<file path="src/rtl/pipeo_pkg.sv">
// Shared types and constants for the even-odd point-in-path core.
package pipeo_pkg;

    localparam int COORD_WIDTH = 32;
    localparam int DIFF_WIDTH  = COORD_WIDTH + 1;
    localparam int PROD_WIDTH  = 2 * DIFF_WIDTH;

    localparam int EQ_DEPTH = 4;
    localparam int EQ_AW    = $clog2(EQ_DEPTH);

    localparam int CFG_IDX_WIDTH = 2;
    localparam logic [CFG_IDX_WIDTH-1:0] CFG_QUERY_X = CFG_IDX_WIDTH'(0);
    localparam logic [CFG_IDX_WIDTH-1:0] CFG_QUERY_Y = CFG_IDX_WIDTH'(1);

    typedef logic signed [COORD_WIDTH-1:0] coord_t;
    typedef logic signed [DIFF_WIDTH-1:0]  diff_t;
    typedef logic signed [PROD_WIDTH-1:0]  prod_t;

    typedef enum logic [1:0] {
        OP_MOVE   = 2'd0,
        OP_LINE   = 2'd1,
        OP_CLOSE  = 2'd2,
        OP_FINISH = 2'd3
    } op_t;

    typedef struct packed {
        logic   fin;
        coord_t x1;
        coord_t y1;
        coord_t x2;
        coord_t y2;
    } edge_rec_t;

    typedef struct packed {
        coord_t qx;
        coord_t qy;
    } query_t;

endpackage

</file>
<file path="src/rtl/pipeo_front.sv">
// Front end: accepts path commands, tracks vertices and emits edge records.
module pipeo_front
    import pipeo_pkg::*;
(
    input  logic        clk,
    input  logic        rst_n,
    input  logic        push,
    input  logic        q_full,
    input  logic [1:0]  operation,
    input  logic [31:0] vertex_x,
    input  logic [31:0] vertex_y,
    output logic        q_push,
    output edge_rec_t   q_rec
);

    coord_t prev_x_reg, prev_x_next;
    coord_t prev_y_reg, prev_y_next;
    coord_t start_x_reg, start_x_next;
    coord_t start_y_reg, start_y_next;
    logic   have_prev_reg, have_prev_next;
    coord_t vx;
    coord_t vy;
    logic   accept;

    assign vx     = $signed(vertex_x[COORD_WIDTH-1:0]);
    assign vy     = $signed(vertex_y[COORD_WIDTH-1:0]);
    assign accept = push && !q_full;

    always_comb
    begin
        prev_x_next    = prev_x_reg;
        prev_y_next    = prev_y_reg;
        start_x_next   = start_x_reg;
        start_y_next   = start_y_reg;
        have_prev_next = have_prev_reg;
        q_push         = 1'b0;
        q_rec.fin      = 1'b0;
        q_rec.x1       = prev_x_reg;
        q_rec.y1       = prev_y_reg;
        q_rec.x2       = vx;
        q_rec.y2       = vy;
        if (accept)
        begin
            case (op_t'(operation))
                OP_MOVE:
                begin
                    start_x_next   = vx;
                    start_y_next   = vy;
                    prev_x_next    = vx;
                    prev_y_next    = vy;
                    have_prev_next = 1'b1;
                end
                OP_LINE:
                begin
                    q_push         = have_prev_reg;
                    prev_x_next    = vx;
                    prev_y_next    = vy;
                    have_prev_next = 1'b1;
                end
                OP_CLOSE:
                begin
                    q_rec.x2 = start_x_reg;
                    q_rec.y2 = start_y_reg;
                    if (have_prev_reg)
                    begin
                        q_push      = 1'b1;
                        prev_x_next = start_x_reg;
                        prev_y_next = start_y_reg;
                    end
                end
                OP_FINISH:
                begin
                    q_push         = 1'b1;
                    q_rec.fin      = 1'b1;
                    prev_x_next    = '0;
                    prev_y_next    = '0;
                    start_x_next   = '0;
                    start_y_next   = '0;
                    have_prev_next = 1'b0;
                end
                default:
                begin
                    q_push = 1'b0;
                end
            endcase
        end
    end

    always_ff @(posedge clk or negedge rst_n)
    begin
        if (!rst_n)
        begin
            prev_x_reg    <= '0;
            prev_y_reg    <= '0;
            start_x_reg   <= '0;
            start_y_reg   <= '0;
            have_prev_reg <= 1'b0;
        end
        else
        begin
            prev_x_reg    <= prev_x_next;
            prev_y_reg    <= prev_y_next;
            start_x_reg   <= start_x_next;
            start_y_reg   <= start_y_next;
            have_prev_reg <= have_prev_next;
        end
    end

endmodule

</file>
<file path="config.mk">
export PLATFORM = sky130hd
export DESIGN_NAME = pipeo_front
export DESIGN_NICKNAME = d
export VERILOG_FILES = /design/src/rtl/pipeo_pkg.sv /design/src/rtl/pipeo_front.sv
export SDC_FILE = /design/constraint.sdc
export NUM_CORES = 1
export LEC_CHECK = 0
export BUFFER_PORTS_ARGS = -buffer_cell sky130_fd_sc_hd__buf_2
export CAP_MARGIN = 30
export CORE_MARGIN = 3
export CORE_UTILIZATION = 55
export CTS_CLUSTER_DIAMETER = 40
export DETAILED_ROUTE_END_ITERATION = 6
export PLACE_DENSITY = 0.85
export SYNTH_ARGS = -nofsm -noshare
export SYNTH_HDL_FRONTEND = slang
export SYNTH_SLANG_ARGS = --single-unit
</file>
<file path="constraint.sdc">
create_clock -name clk -period 5.9 [get_ports clk]
set_clock_uncertainty 0.05 [all_clocks]
set_input_delay 1.18 -clock clk [delete_from_list [all_inputs] [get_ports clk]]
set_output_delay 1.18 -clock clk [all_outputs]
set_load 0.01 [all_outputs]
</file>
Word level (Yosys, flattened, before mapping)
Index checks and enable logic that the tools add are counted.
{"block": "word_totals", "reg_bits": 129, "elab_cells": 32, "input_bits": 70, "out_inout_bits": 130}
{"block": "classes", "eq_ne": 4, "muxes": 14, "n_reduce_logical": 9}
{"operator": "$pmux W32 S3", "n": 2}
{"operator": "$mux W64", "n": 2}
{"operator": "$pmux W32 S2", "n": 2}
{"operator": "$mux W32", "n": 2}
{"operator": "$reduce_and A2 Y1", "n": 3}
{"operator": "$eq A2 B2 Y1 const B", "n": 2}
{"operator": "$mux W1", "n": 4}
{"operator": "$reduce_bool A2 Y1", "n": 2}
{"operator": "$pmux W1 S3", "n": 1}
{"operator": "$eq A2 B1 Y1 const B", "n": 1}
{"operator": "$logic_not A2 Y1", "n": 1}
{"operator": "$ne A2 B2 Y1 const B", "n": 1}
{"operator": "$pmux W1 S2", "n": 1}
{"operator": "$reduce_or A2 Y1", "n": 1}
{"operator": "$logic_and A1 B1 Y1", "n": 1}
{"operator": "$logic_not A1 Y1", "n": 1}

Depth between registers and ports, before layout
{"block": "depth", "depth_word": 4, "mapped_depth": 8, "mapped_depth_nobuf": 5}

Worst setup path after synthesis
Ideal clock, no wire load.
{"block": "synth_timing", "path_kind": "input to output", "from": "input operation[0]", "to": "output q_rec[3] (netlist bit)", "setup_slack_ps": 2297, "t_required_ps": 4670, "arrival_ps": 2373, "cell_stages": 7, "n_path_buf": 3, "cell_sequence": "inv_1 -> ha_1 -> buf_4 -> nand3b_1 -> buf_6 -> buf_6 -> mux2_1"}
{"item": "start, declared", "line": "pipeo_front.sv:9", "text": "input logic [1:0] operation,"}
{"item": "end, declared", "line": "pipeo_front.sv:13", "text": "output edge_rec_t q_rec"}

==> impl_metrics.env <==
export IMPL_status="complete, no violations"
export IMPL_ctsRootBufferMaster="clkbuf_16"
export IMPL_diodes=0
export IMPL_cts_setup_buffers=0
export IMPL_antenna_found_initial=0
export IMPL_crit_top_cell="buf_2"
export IMPL_start_util_pct=56.9
export IMPL_cellPowerDensity_mw_per_mm2=337
export IMPL_gr_total_overflow=0
export IMPL_crit_path_max_incr_delay_ns=0.69
export IMPL_num_vias=5369
export IMPL_ys_seq_elements=129
export IMPL_p_leak_nw=3.97
export IMPL_tightest_slew_ns=0.885
export IMPL_area_delta_synth_final_pct=24.1
export IMPL_grtUsageTotal_pct=24.3
export IMPL_cts_tree="done"
export IMPL_hp_start="prev_x_reg[3]"
export IMPL_synthTopCellsByArea="dfrtp_1 (49%), mux2_2 (20%), o21ai_0 (8.3%)"
export IMPL_yosysSeqAreaShare_pct=49.1
export IMPL_grt_pass1_vias=5370
export IMPL_worstPathArrival_ns=2.87
export IMPL_crit_required_ns=4.67
export IMPL_cts_reportedPaths_clkPinSlew_ns=0.05
export IMPL_die_area_mm2=0.0133
export IMPL_setup_violations=0
export IMPL_ant_nets=0
export IMPL_mostFrequentLayoutCells="buf_2 (198), dfrtp_1 (129), nand2_1 (128)"
export IMPL_crit_path_max_fanout=64
export IMPL_seqCellArea_mm2=0.00323
export IMPL_crit_start="operation[0]"
export IMPL_cp_slowest_cell="buf_4"
export IMPL_h_tree_depth=4
export IMPL_crit_family="buffers and inverters"
export IMPL_grt_pass1_wl_um=25600
export IMPL_hold_class="reg2reg"
export IMPL_critPathLaunchType="input port"
export IMPL_final_setup_tns_ns=0
export IMPL_routed_via_density=5.51
export IMPL_finalCritPeriodShare_pct=69.6
export IMPL_multi_input_area_mm2=0.00308
export IMPL_avgSynthCellArea_um2=10.3
export IMPL_synth_area_mm2=0.00658
export IMPL_place_congestion=0.791
export IMPL_drt_total_wl_um=16000
export IMPL_pre_cts_slack_ns=1.79
export IMPL_grt_max_degree=72
export IMPL_worst_slack_ns=1.80
export IMPL_worst_r2r_startpoint="have_prev_reg"
export IMPL_min_period_ns=4.10
export IMPL_rows=39
export IMPL_synth_top_area_share_pct=49.1
export IMPL_final_max_slew_viol_count=0
export IMPL_yosys_warnings=0
export IMPL_wl_per_cell_um=16.4
export IMPL_die_x_um=115
export IMPL_layout_commonest_cell="buf_2"
export IMPL_port_buffers=199
export IMPL_io_pins=200
export IMPL_core_area_mm2=0.0116
export IMPL_critPathKind="in2out"
export IMPL_drt_pre_antenna_iters=5
export IMPL_rsz0062_at_grt="no"
export IMPL_cts_resized=0
export IMPL_clk_latency_ns=0.41
export IMPL_fmax_mhz=244
export IMPL_synthCells=641
export IMPL_die_h_um=115
export IMPL_crit_chain="buf_2 > inv_1 > ha_4 > nand3b_1 > buf_4 > mux2_2 > buf_2"
export IMPL_dp_hpwl_um=10600
export IMPL_critPathBufInv=4
export IMPL_vdd_drop_max_mv=0.282
export IMPL_drc=0
export IMPL_clk_path_buf_depth=2
export IMPL_synthesis_nets=714
export IMPL_final_hold_viol_count=0
export IMPL_drt_iter0_markers=407
export IMPL_fillers=819
export IMPL_maxSlewHeadroom_pct=41.0
export IMPL_numCtsBuffers=17
export IMPL_synth_top_cell_by_area="dfrtp_1"
export IMPL_endpoint_kind="output pin"
export IMPL_clock_sink_count=129
export IMPL_max_cap_violations=0
export IMPL_synth_cell_types=20
export IMPL_hold_buffers=0
export IMPL_drive_gt1_share_pct=42.5
export IMPL_final_nets=892
## worst reg2reg max path, stage by stage, from the launching register on
cell and delay [ns]:
dfrtp_1 0.38, inv_1 0.09, a21oi_4 0.19, buf_4 0.44, mux2_2 0.43
## synthesized netlist by cell type
cell,number
ha_1,3
nor3_1,1
dfrtp_1,129
nand2_1,128
buf_2,4
a21oi_1,1
mux2_2,114
inv_1,4
nor2_1,1
buf_6,8
nand3b_1,1
mux2_1,14
a21oi_4,1
o21ai_0,109
buf_4,7
clkbuf_1,29
o21ai_1,20
or3b_1,1
nand2b_1,65
o31ai_1,1
## layer usage
layer	up-vias	part of all wire, %	track usage (%)
met5	-	0	0
met4	0	2.5	11.6
met3	34	5.6	5.05
met2	207	50	40.2
met1	2591	42	30.5
li1	2537	-	-
## per-stage QoR
step / util (%) / hold WS (ns) / instances / power [mW] / instance area, um^2
floorplan: - / 0.415 / 641 / 1.51 / 6580
global placement: 65.3 / 0.417 / 941 / 1.73 / 7550
detailed placement: 65.7 / 0.432 / 943 / 1.77 / 7600
CTS: 70.6 / 0.442 / 974 / 2.77 / 8170
global route: 70.6 / 0.458 / 974 / 2.89 / 8170
finish: 70.6 / 0.448 / 974 / 2.75 / 8170
## path summary, 6_finish.rpt
kind	to	slack, ns	cells after the start
max	q_rec[23]	1.80	7
min	prev_x_reg[3]	0.45	1
max reg2reg	prev_x_reg[30]	4.21	4
min reg2reg	prev_x_reg[3]	0.45	1
max in group asynchronous	prev_x_reg[2]	3.67	2
min in group asynchronous	prev_x_reg[28]	0.84	1
## layout make-up
class                      count  share of cell area [%]
inverter                       4                   0.184
timing repair buffer         207                    13.4
tap                          143                    2.19
clock inverter                 5                   0.613
sequential                   129                    39.5
multi-input combinational    460                    37.8
clock buffer                  26                    6.36
## kinds of logic after synthesis
family	share of synthesized area (%)
compound gates	10.2
fa+ha+maj	0.571
flops	49.1
buf+inv	4.35
simple gates	13.9
mux	21.9
## report_power, final
| part | switching, mW | internal (mW) | total (mW) |
|---|---|---|---|
| combinational | 0.296 | 0.266 | 0.562 |
| sequential | 0.124 | 1.07 | 1.19 |
| clock | 0.353 | 0.642 | 0.995 |
No activity file was read; power rests on OpenSTA's default activity.
