File: config.mk
export PLATFORM = sky130hd
export DESIGN_NAME = pipeo_edge_q
export DESIGN_NICKNAME = d
export VERILOG_FILES = /design/src/rtl/pipeo_pkg.sv /design/src/rtl/pipeo_edge_q.sv
export SDC_FILE = /design/constraint.sdc
export NUM_CORES = 1
export LEC_CHECK = 0
export BUFFER_PORTS_ARGS = -buffer_cell sky130_fd_sc_hd__buf_2
export CAP_MARGIN = 0
export CORE_MARGIN = 10
export CORE_UTILIZATION = 37
export CTS_CLUSTER_DIAMETER = 80
export DETAILED_ROUTE_END_ITERATION = 8
export SKIP_CTS_REPAIR_TIMING = 1
export SLEW_MARGIN = 20
export SYNTH_ARGS = -nofsm -noshare
export SYNTH_HDL_FRONTEND = slang
export SYNTH_SLANG_ARGS = --single-unit
File: constraint.sdc
create_clock -name clk -period 4.58 [get_ports clk]
set_clock_uncertainty 0.15 [all_clocks]
set_input_delay 0 -clock clk [delete_from_list [all_inputs] [get_ports clk]]
set_output_delay 0 -clock clk [all_outputs]
set_load 0.005 [all_outputs]
File: src/rtl/pipeo_pkg.sv
// Shared types and constants for the even-odd point-in-path core.
package pipeo_pkg;

    localparam int COORD_WIDTH = 32;
    localparam int DIFF_WIDTH  = COORD_WIDTH + 1;
    localparam int PROD_WIDTH  = 2 * DIFF_WIDTH;

    localparam int EQ_DEPTH = 4;
    localparam int EQ_AW    = $clog2(EQ_DEPTH);

    localparam int CFG_IDX_WIDTH = 2;
    localparam logic [CFG_IDX_WIDTH-1:0] CFG_QUERY_X = CFG_IDX_WIDTH'(0);
    localparam logic [CFG_IDX_WIDTH-1:0] CFG_QUERY_Y = CFG_IDX_WIDTH'(1);

    typedef logic signed [COORD_WIDTH-1:0] coord_t;
    typedef logic signed [DIFF_WIDTH-1:0]  diff_t;
    typedef logic signed [PROD_WIDTH-1:0]  prod_t;

    typedef enum logic [1:0] {
        OP_MOVE   = 2'd0,
        OP_LINE   = 2'd1,
        OP_CLOSE  = 2'd2,
        OP_FINISH = 2'd3
    } op_t;

    typedef struct packed {
        logic   fin;
        coord_t x1;
        coord_t y1;
        coord_t x2;
        coord_t y2;
    } edge_rec_t;

    typedef struct packed {
        coord_t qx;
        coord_t qy;
    } query_t;

endpackage

File: src/rtl/pipeo_edge_q.sv
// Short queue of edge and finish records between front and back.
module pipeo_edge_q
    import pipeo_pkg::*;
(
    input  logic      clk,
    input  logic      rst_n,
    input  logic      push,
    input  edge_rec_t push_rec,
    output logic      full,
    input  logic      pop,
    output logic      head_valid,
    output edge_rec_t head_rec
);

    edge_rec_t          mem_reg [EQ_DEPTH];
    logic [EQ_AW-1:0]   wr_ptr_reg, wr_ptr_next;
    logic [EQ_AW-1:0]   rd_ptr_reg, rd_ptr_next;
    logic [EQ_AW:0]     count_reg, count_next;
    logic               do_push;
    logic               do_pop;

    assign full       = (count_reg == (EQ_AW+1)'(EQ_DEPTH));
    assign head_valid = (count_reg != '0);
    assign head_rec   = mem_reg[rd_ptr_reg];
    assign do_push    = push && !full;
    assign do_pop     = pop && head_valid;

    always_comb
    begin
        wr_ptr_next = do_push ? wr_ptr_reg + 1'b1 : wr_ptr_reg;
        rd_ptr_next = do_pop ? rd_ptr_reg + 1'b1 : rd_ptr_reg;
        count_next  = count_reg;
        if (do_push && !do_pop)
            count_next = count_reg + 1'b1;
        else if (!do_push && do_pop)
            count_next = count_reg - 1'b1;
    end

    always_ff @(posedge clk or negedge rst_n)
    begin
        if (!rst_n)
        begin
            wr_ptr_reg <= '0;
            rd_ptr_reg <= '0;
            count_reg  <= '0;
        end
        else
        begin
            wr_ptr_reg <= wr_ptr_next;
            rd_ptr_reg <= rd_ptr_next;
            count_reg  <= count_next;
        end
    end

    always_ff @(posedge clk)
    begin
        if (do_push)
            mem_reg[wr_ptr_reg] <= push_rec;
    end

`ifndef ASSERT_OFF
    a_count_bound: assert property (@(posedge clk) disable iff (!rst_n)
        count_reg <= (EQ_AW+1)'(EQ_DEPTH))
        else $error("edge queue count out of range");

    a_pop_moves_ptr: assert property (@(posedge clk) disable iff (!rst_n)
        (pop && head_valid) |=> (rd_ptr_reg == $past(rd_ptr_reg) + 1'b1))
        else $error("edge queue read pointer did not advance");
`endif

endmodule

# After elaboration in Yosys (flattened, before gate mapping)
# Memory sizes are Yosys's and may differ from the RTL's.
# Cells that the tools add are included.
# W data, S select, Z words.
# op_classes
n_mul,0
muxes,4
n_lt_le_gt_ge,0
n_eq_ne,1
shift,0
div_mod_pow,0
n_reduce_logical,9
n_addsub,4
bitwise,0
# op_table
cell,n
$mux W3,2
$add A2 B1 Y2 const B,2
$logic_and A1 B1 Y1,4
$add A3 B1 Y3 const B,1
$eq A3 B3 Y1 const B,1
$logic_not A1 Y1,3
$reduce_bool A3 Y1,1
$sub A3 B1 Y3 const B,1
$mux W1,2
$reduce_bool A2 Y1,1
# totals
in_bits,133
n_memories,1
wordCells,22
out_inout_bits,131
register_bits,7
ramBits,516
latch_bits,0
mem_bits_ro,0
# mem_list
memory,words,word_bits,read_ports,rd_clocked_by_memory_dff,wr,line,source
mem_reg,4,129,1,0,1,pipeo_edge_q.sv:15,edge_rec_t mem_reg [EQ_DEPTH];

# Longest topological paths before layout
# depth
word_depth,7
ltp_mapped,9
depth_no_buf,8

# Worst setup path before layout
# No wires, ideal clock.
# synth_timing
kind,register to register
start,register count_reg[2]
end,"memory mem_reg[0][0] (netlist name), enable pin"
setup_ns,0.503
arrival_ns,3.777
stages_incl_launch_ff,5
t_required_ns,3.927
synth_period_minus_slack_ns,4.430
slack_ns,0.150
n_path_buf,1
path_cell_list,dfrtp_1 nor3b_2 nor2b_1 buf_2 and2_1
# synth_between
elab_chain_cells,5
# synth_rtl
item,line,source
"start, declared",pipeo_edge_q.sv:18,"logic [EQ_AW:0] count_reg, count_next;"
"start signal, assigned",pipeo_edge_q.sv:51,count_reg <= count_next;
$eq A3 B3 Y1,pipeo_edge_q.sv:22,assign full = (count_reg == (EQ_AW+1)'(EQ_DEPTH));
net full,pipeo_edge_q.sv:9,"output logic full,"
$logic_not A1 Y1,pipeo_edge_q.sv:25,assign do_push = push && !full;
$logic_and A1 B1 Y1,pipeo_edge_q.sv:25,
net do_push,pipeo_edge_q.sv:19,logic do_push;
$mux W1,pipeo_edge_q.sv:57,if (do_push)
$mux W1 (implied by the code),pipeo_edge_q.sv:58,mem_reg[wr_ptr_reg] <= push_rec;
"end, declared",pipeo_edge_q.sv:15,
# The timed path passes the listed nets, and every way through them passes these cells.

==> impl_metrics.tcl <==
set metrics [dict create \
    final_layout_size_suffix_gt1_share_pct 41.4 \
    dp.cells 1635 \
    combPwrFrac_pct 26.5 \
    drt-total-wl_um 40400 \
    slew_viol_final 0 \
    die-area_um2 60900 \
    drc 0 \
    setup-tns-final_ps 0 \
    fin_crit_ps 2960 \
    tightest_slew_ps 1000 \
    hold_path_startpoint "push_rec[113]" \
    grt_usage_pct 12.8 \
    clk_pin_slew_ps 60 \
    antenna_left 0 \
    cts_buffers 54 \
    register_area_um2 15700 \
    cts_tree "built" \
    multi_input_area_um2 3140 \
    first_pass_iters 4 \
    timing.max_cap.violations 0 \
    clock_latency_ps 580 \
    num-nets-final 1287 \
    grt_pass1_vias 9247 \
    synth-seq-cells 523 \
    drt-initial-drc-count 612 \
    antenna_found_initial 2 \
    worstPathArrival_ps 2810 \
    slew_headroom_pct 33.0 \
    wire_per_inst_um 21.6 \
    clkPwrFrac_pct 28.4 \
    syn_to_final_growth_pct 27.7 \
    holdPathEnd "mem_reg[1][113]$_DFFE_PP_" \
    synth_nets 848 \
    synth_top_area_share_pct 81.4 \
    grt_pass1_wl_um 59200 \
    p_leak_nw 8.29 \
    root_buffer "clkbuf_16" \
    synth.avg_cell_area_um2 26.8 \
    outcome "complete, no violations" \
    coreArea_um2 51100 \
    rsz0062_at_grt "false" \
    holdCritPathClass "primary input to flop" \
    pin_count 264 \
    rows 83 \
    ir_worst_vdd_v 0.000377 \
    vias 8934 \
    p_switching_w 0.00413 \
    syn_area_um2 19000 \
    switching_share_pct 27.6 \
    h-tree-depth 2 \
    power_report.internal_total_w 0.0108 \
    fin_crit_sh_pct 64.6 \
    initial_utilization_pct 37.2 \
    ys_types 22 \
    gp_routability_congestion 0.711 \
    num_antenna_cells 0 \
    syn-instance-count 709 \
    largest_register_ffs 516 \
    viasPerCell 4.79 \
    dieHeight_um 247 \
    yosysSeqAreaShare_pct 82.4 \
    r2r-start "count_reg[2]$_DFFE_PN0P_" \
    stdcell_count 1867 \
    yosys_warnings 0 \
    cts_sinks 523 \
    startpoint_type "flop" \
    io_buffers 263 \
    postLayoutCellArea_um2 24300 \
    critical_path_class "flop to primary output" \
    gr-total-overflow 0 \
    min_path_cells 2 \
    fmax_ghz 0.338 \
    die_w_um 247 \
    grt_start_max_net_pins 130 \
    required_ps 4430 \
    setup_viol 0 \
    powerDensity_nw_per_um2 616 \
    r2r_slack_ps 1880 \
    dpl_cell_area_um2 21200 \
    sequentialPowerShare_pct 45.1 \
    crit_fanout 52 \
    clockBufferDepth 3 \
    r2r_end "mem_reg[0][4]$_DFFE_PP_" \
    synth_top_area_cell "edfxtp_1" \
    synth_area_leaders "edfxtp_1, mux4_2, dfrtp_1" \
    place_hpwl_um 23600 \
    hold_viol_final 0 \
    n_fill_cell 4178 \
    r2r_cells 4 \
    endpoint_kind "primary output" \
]
-- Yosys cell counts --
cell type and n:
edfxtp_1 516, mux4_2 129, buf_2 13, buf_6 11, dfrtp_1 7, ha_1 5
and2_1 4, xnor2_1 4, clkbuf_1 3, inv_1 3, buf_4 2, xor2_1 2
buf_1 1, fa_1 1, mux2_1 1, mux2_2 1, nand2_1 1, nand3_1 1
nor2_1 1, nor2b_1 1, nor3b_2 1, or3_1 1
-- how the worst max path moves through the flow --
| stage | startpoint | endpoint | depth (start not counted) |
|---|---|---|---|
| final | rd_ptr_reg[0]$_DFFE_PN0P_ | head_rec[11] | 3 |
| after global routing | rd_ptr_reg[0]$_DFFE_PN0P_ | head_rec[19] | 3 |
| after CTS | rd_ptr_reg[0]$_DFFE_PN0P_ | head_rec[11] | 3 |
| after detailed placement | count_reg[2]$_DFFE_PN0P_ | mem_reg[0][110]$_DFFE_PP_ | 4 |
| after global placement | count_reg[2]$_DFFE_PN0P_ | mem_reg[0][99]$_DFFE_PP_ | 4 |
| after floorplan | count_reg[2]$_DFFE_PN0P_ | mem_reg[0][0]$_DFFE_PP_ | 4 |
-- power by group through the flow --
stage                     Combinational [W]  Sequential (W)  Clock [W]
after CTS                           0.00403         0.00677    0.00438
after detailed placement            0.00402         0.00687          0
final                               0.00397         0.00674    0.00425
after global routing                0.00432         0.00685    0.00456
after global placement              0.00402         0.00683          0
after floorplan                     0.00251         0.00667          0
-- cells by family after synthesis --
family        share of synthesized area, %
flops                                 82.4
buf+inv                               1.21
simple gates                         0.329
fa+ha+maj                            0.434
xor+xnor                             0.276
mux                                   15.4
-- through the flow --
| step | utilization [%] | hold WS (ps) | total power [W] | worst slack (ps) |
|---|---|---|---|---|
| final | 47.5 | 27.0 | 0.0150 | 1620 |
| after global routing | 47.5 | -4.54 | 0.0157 | 1380 |
| after CTS | 44.9 | -950 | 0.0152 | 1450 |
| after detailed placement | 41.5 | -304 | 0.0109 | 1830 |
| after global placement | 41.5 | -304 | 0.0108 | 1910 |
| after floorplan | - | -446 | 0.00919 | 150 |
-- layout by cell type, fill, tap and decap left out, drive strengths merged --
cell type and count:
inv 4, nor2b 1, and2 4, nor3b 1, mux2 2, fa 1, bufinv 5, dfrtp 7
xnor2 4, mux4 129, edfxtp 516, clkbuf 70, dlygate4sd3 137, xor2 2, or3 1, nor2 1
nand2 1, clkinv 16, clkinvlp 3, nand3 1, buf 276, ha 5
-- worst max-delay path, stage by stage, from the launching register on --
cell	delay, ps
dfrtp_4	940
buf_12	410
mux4_2	590
buf_2	160
-- layer usage --
metal	GRT usage (%)	up-vias	wire, um
met5	0	-	27
met4	3.59	4	786
met3	3.58	61	2500
met2	20.4	236	19800
met1	17.0	4688	17300
li1	-	3945	-
-- layout make-up --
cell class,instances,share of cell area [%]
clock buffer,70,6.02
inverter,3,0.0464
tap,680,3.50
clock inverter,25,1.10
multi-input combinational,153,12.9
timing repair buffer,413,11.9
sequential,523,64.5
Power figures use the tool's default switching activity.
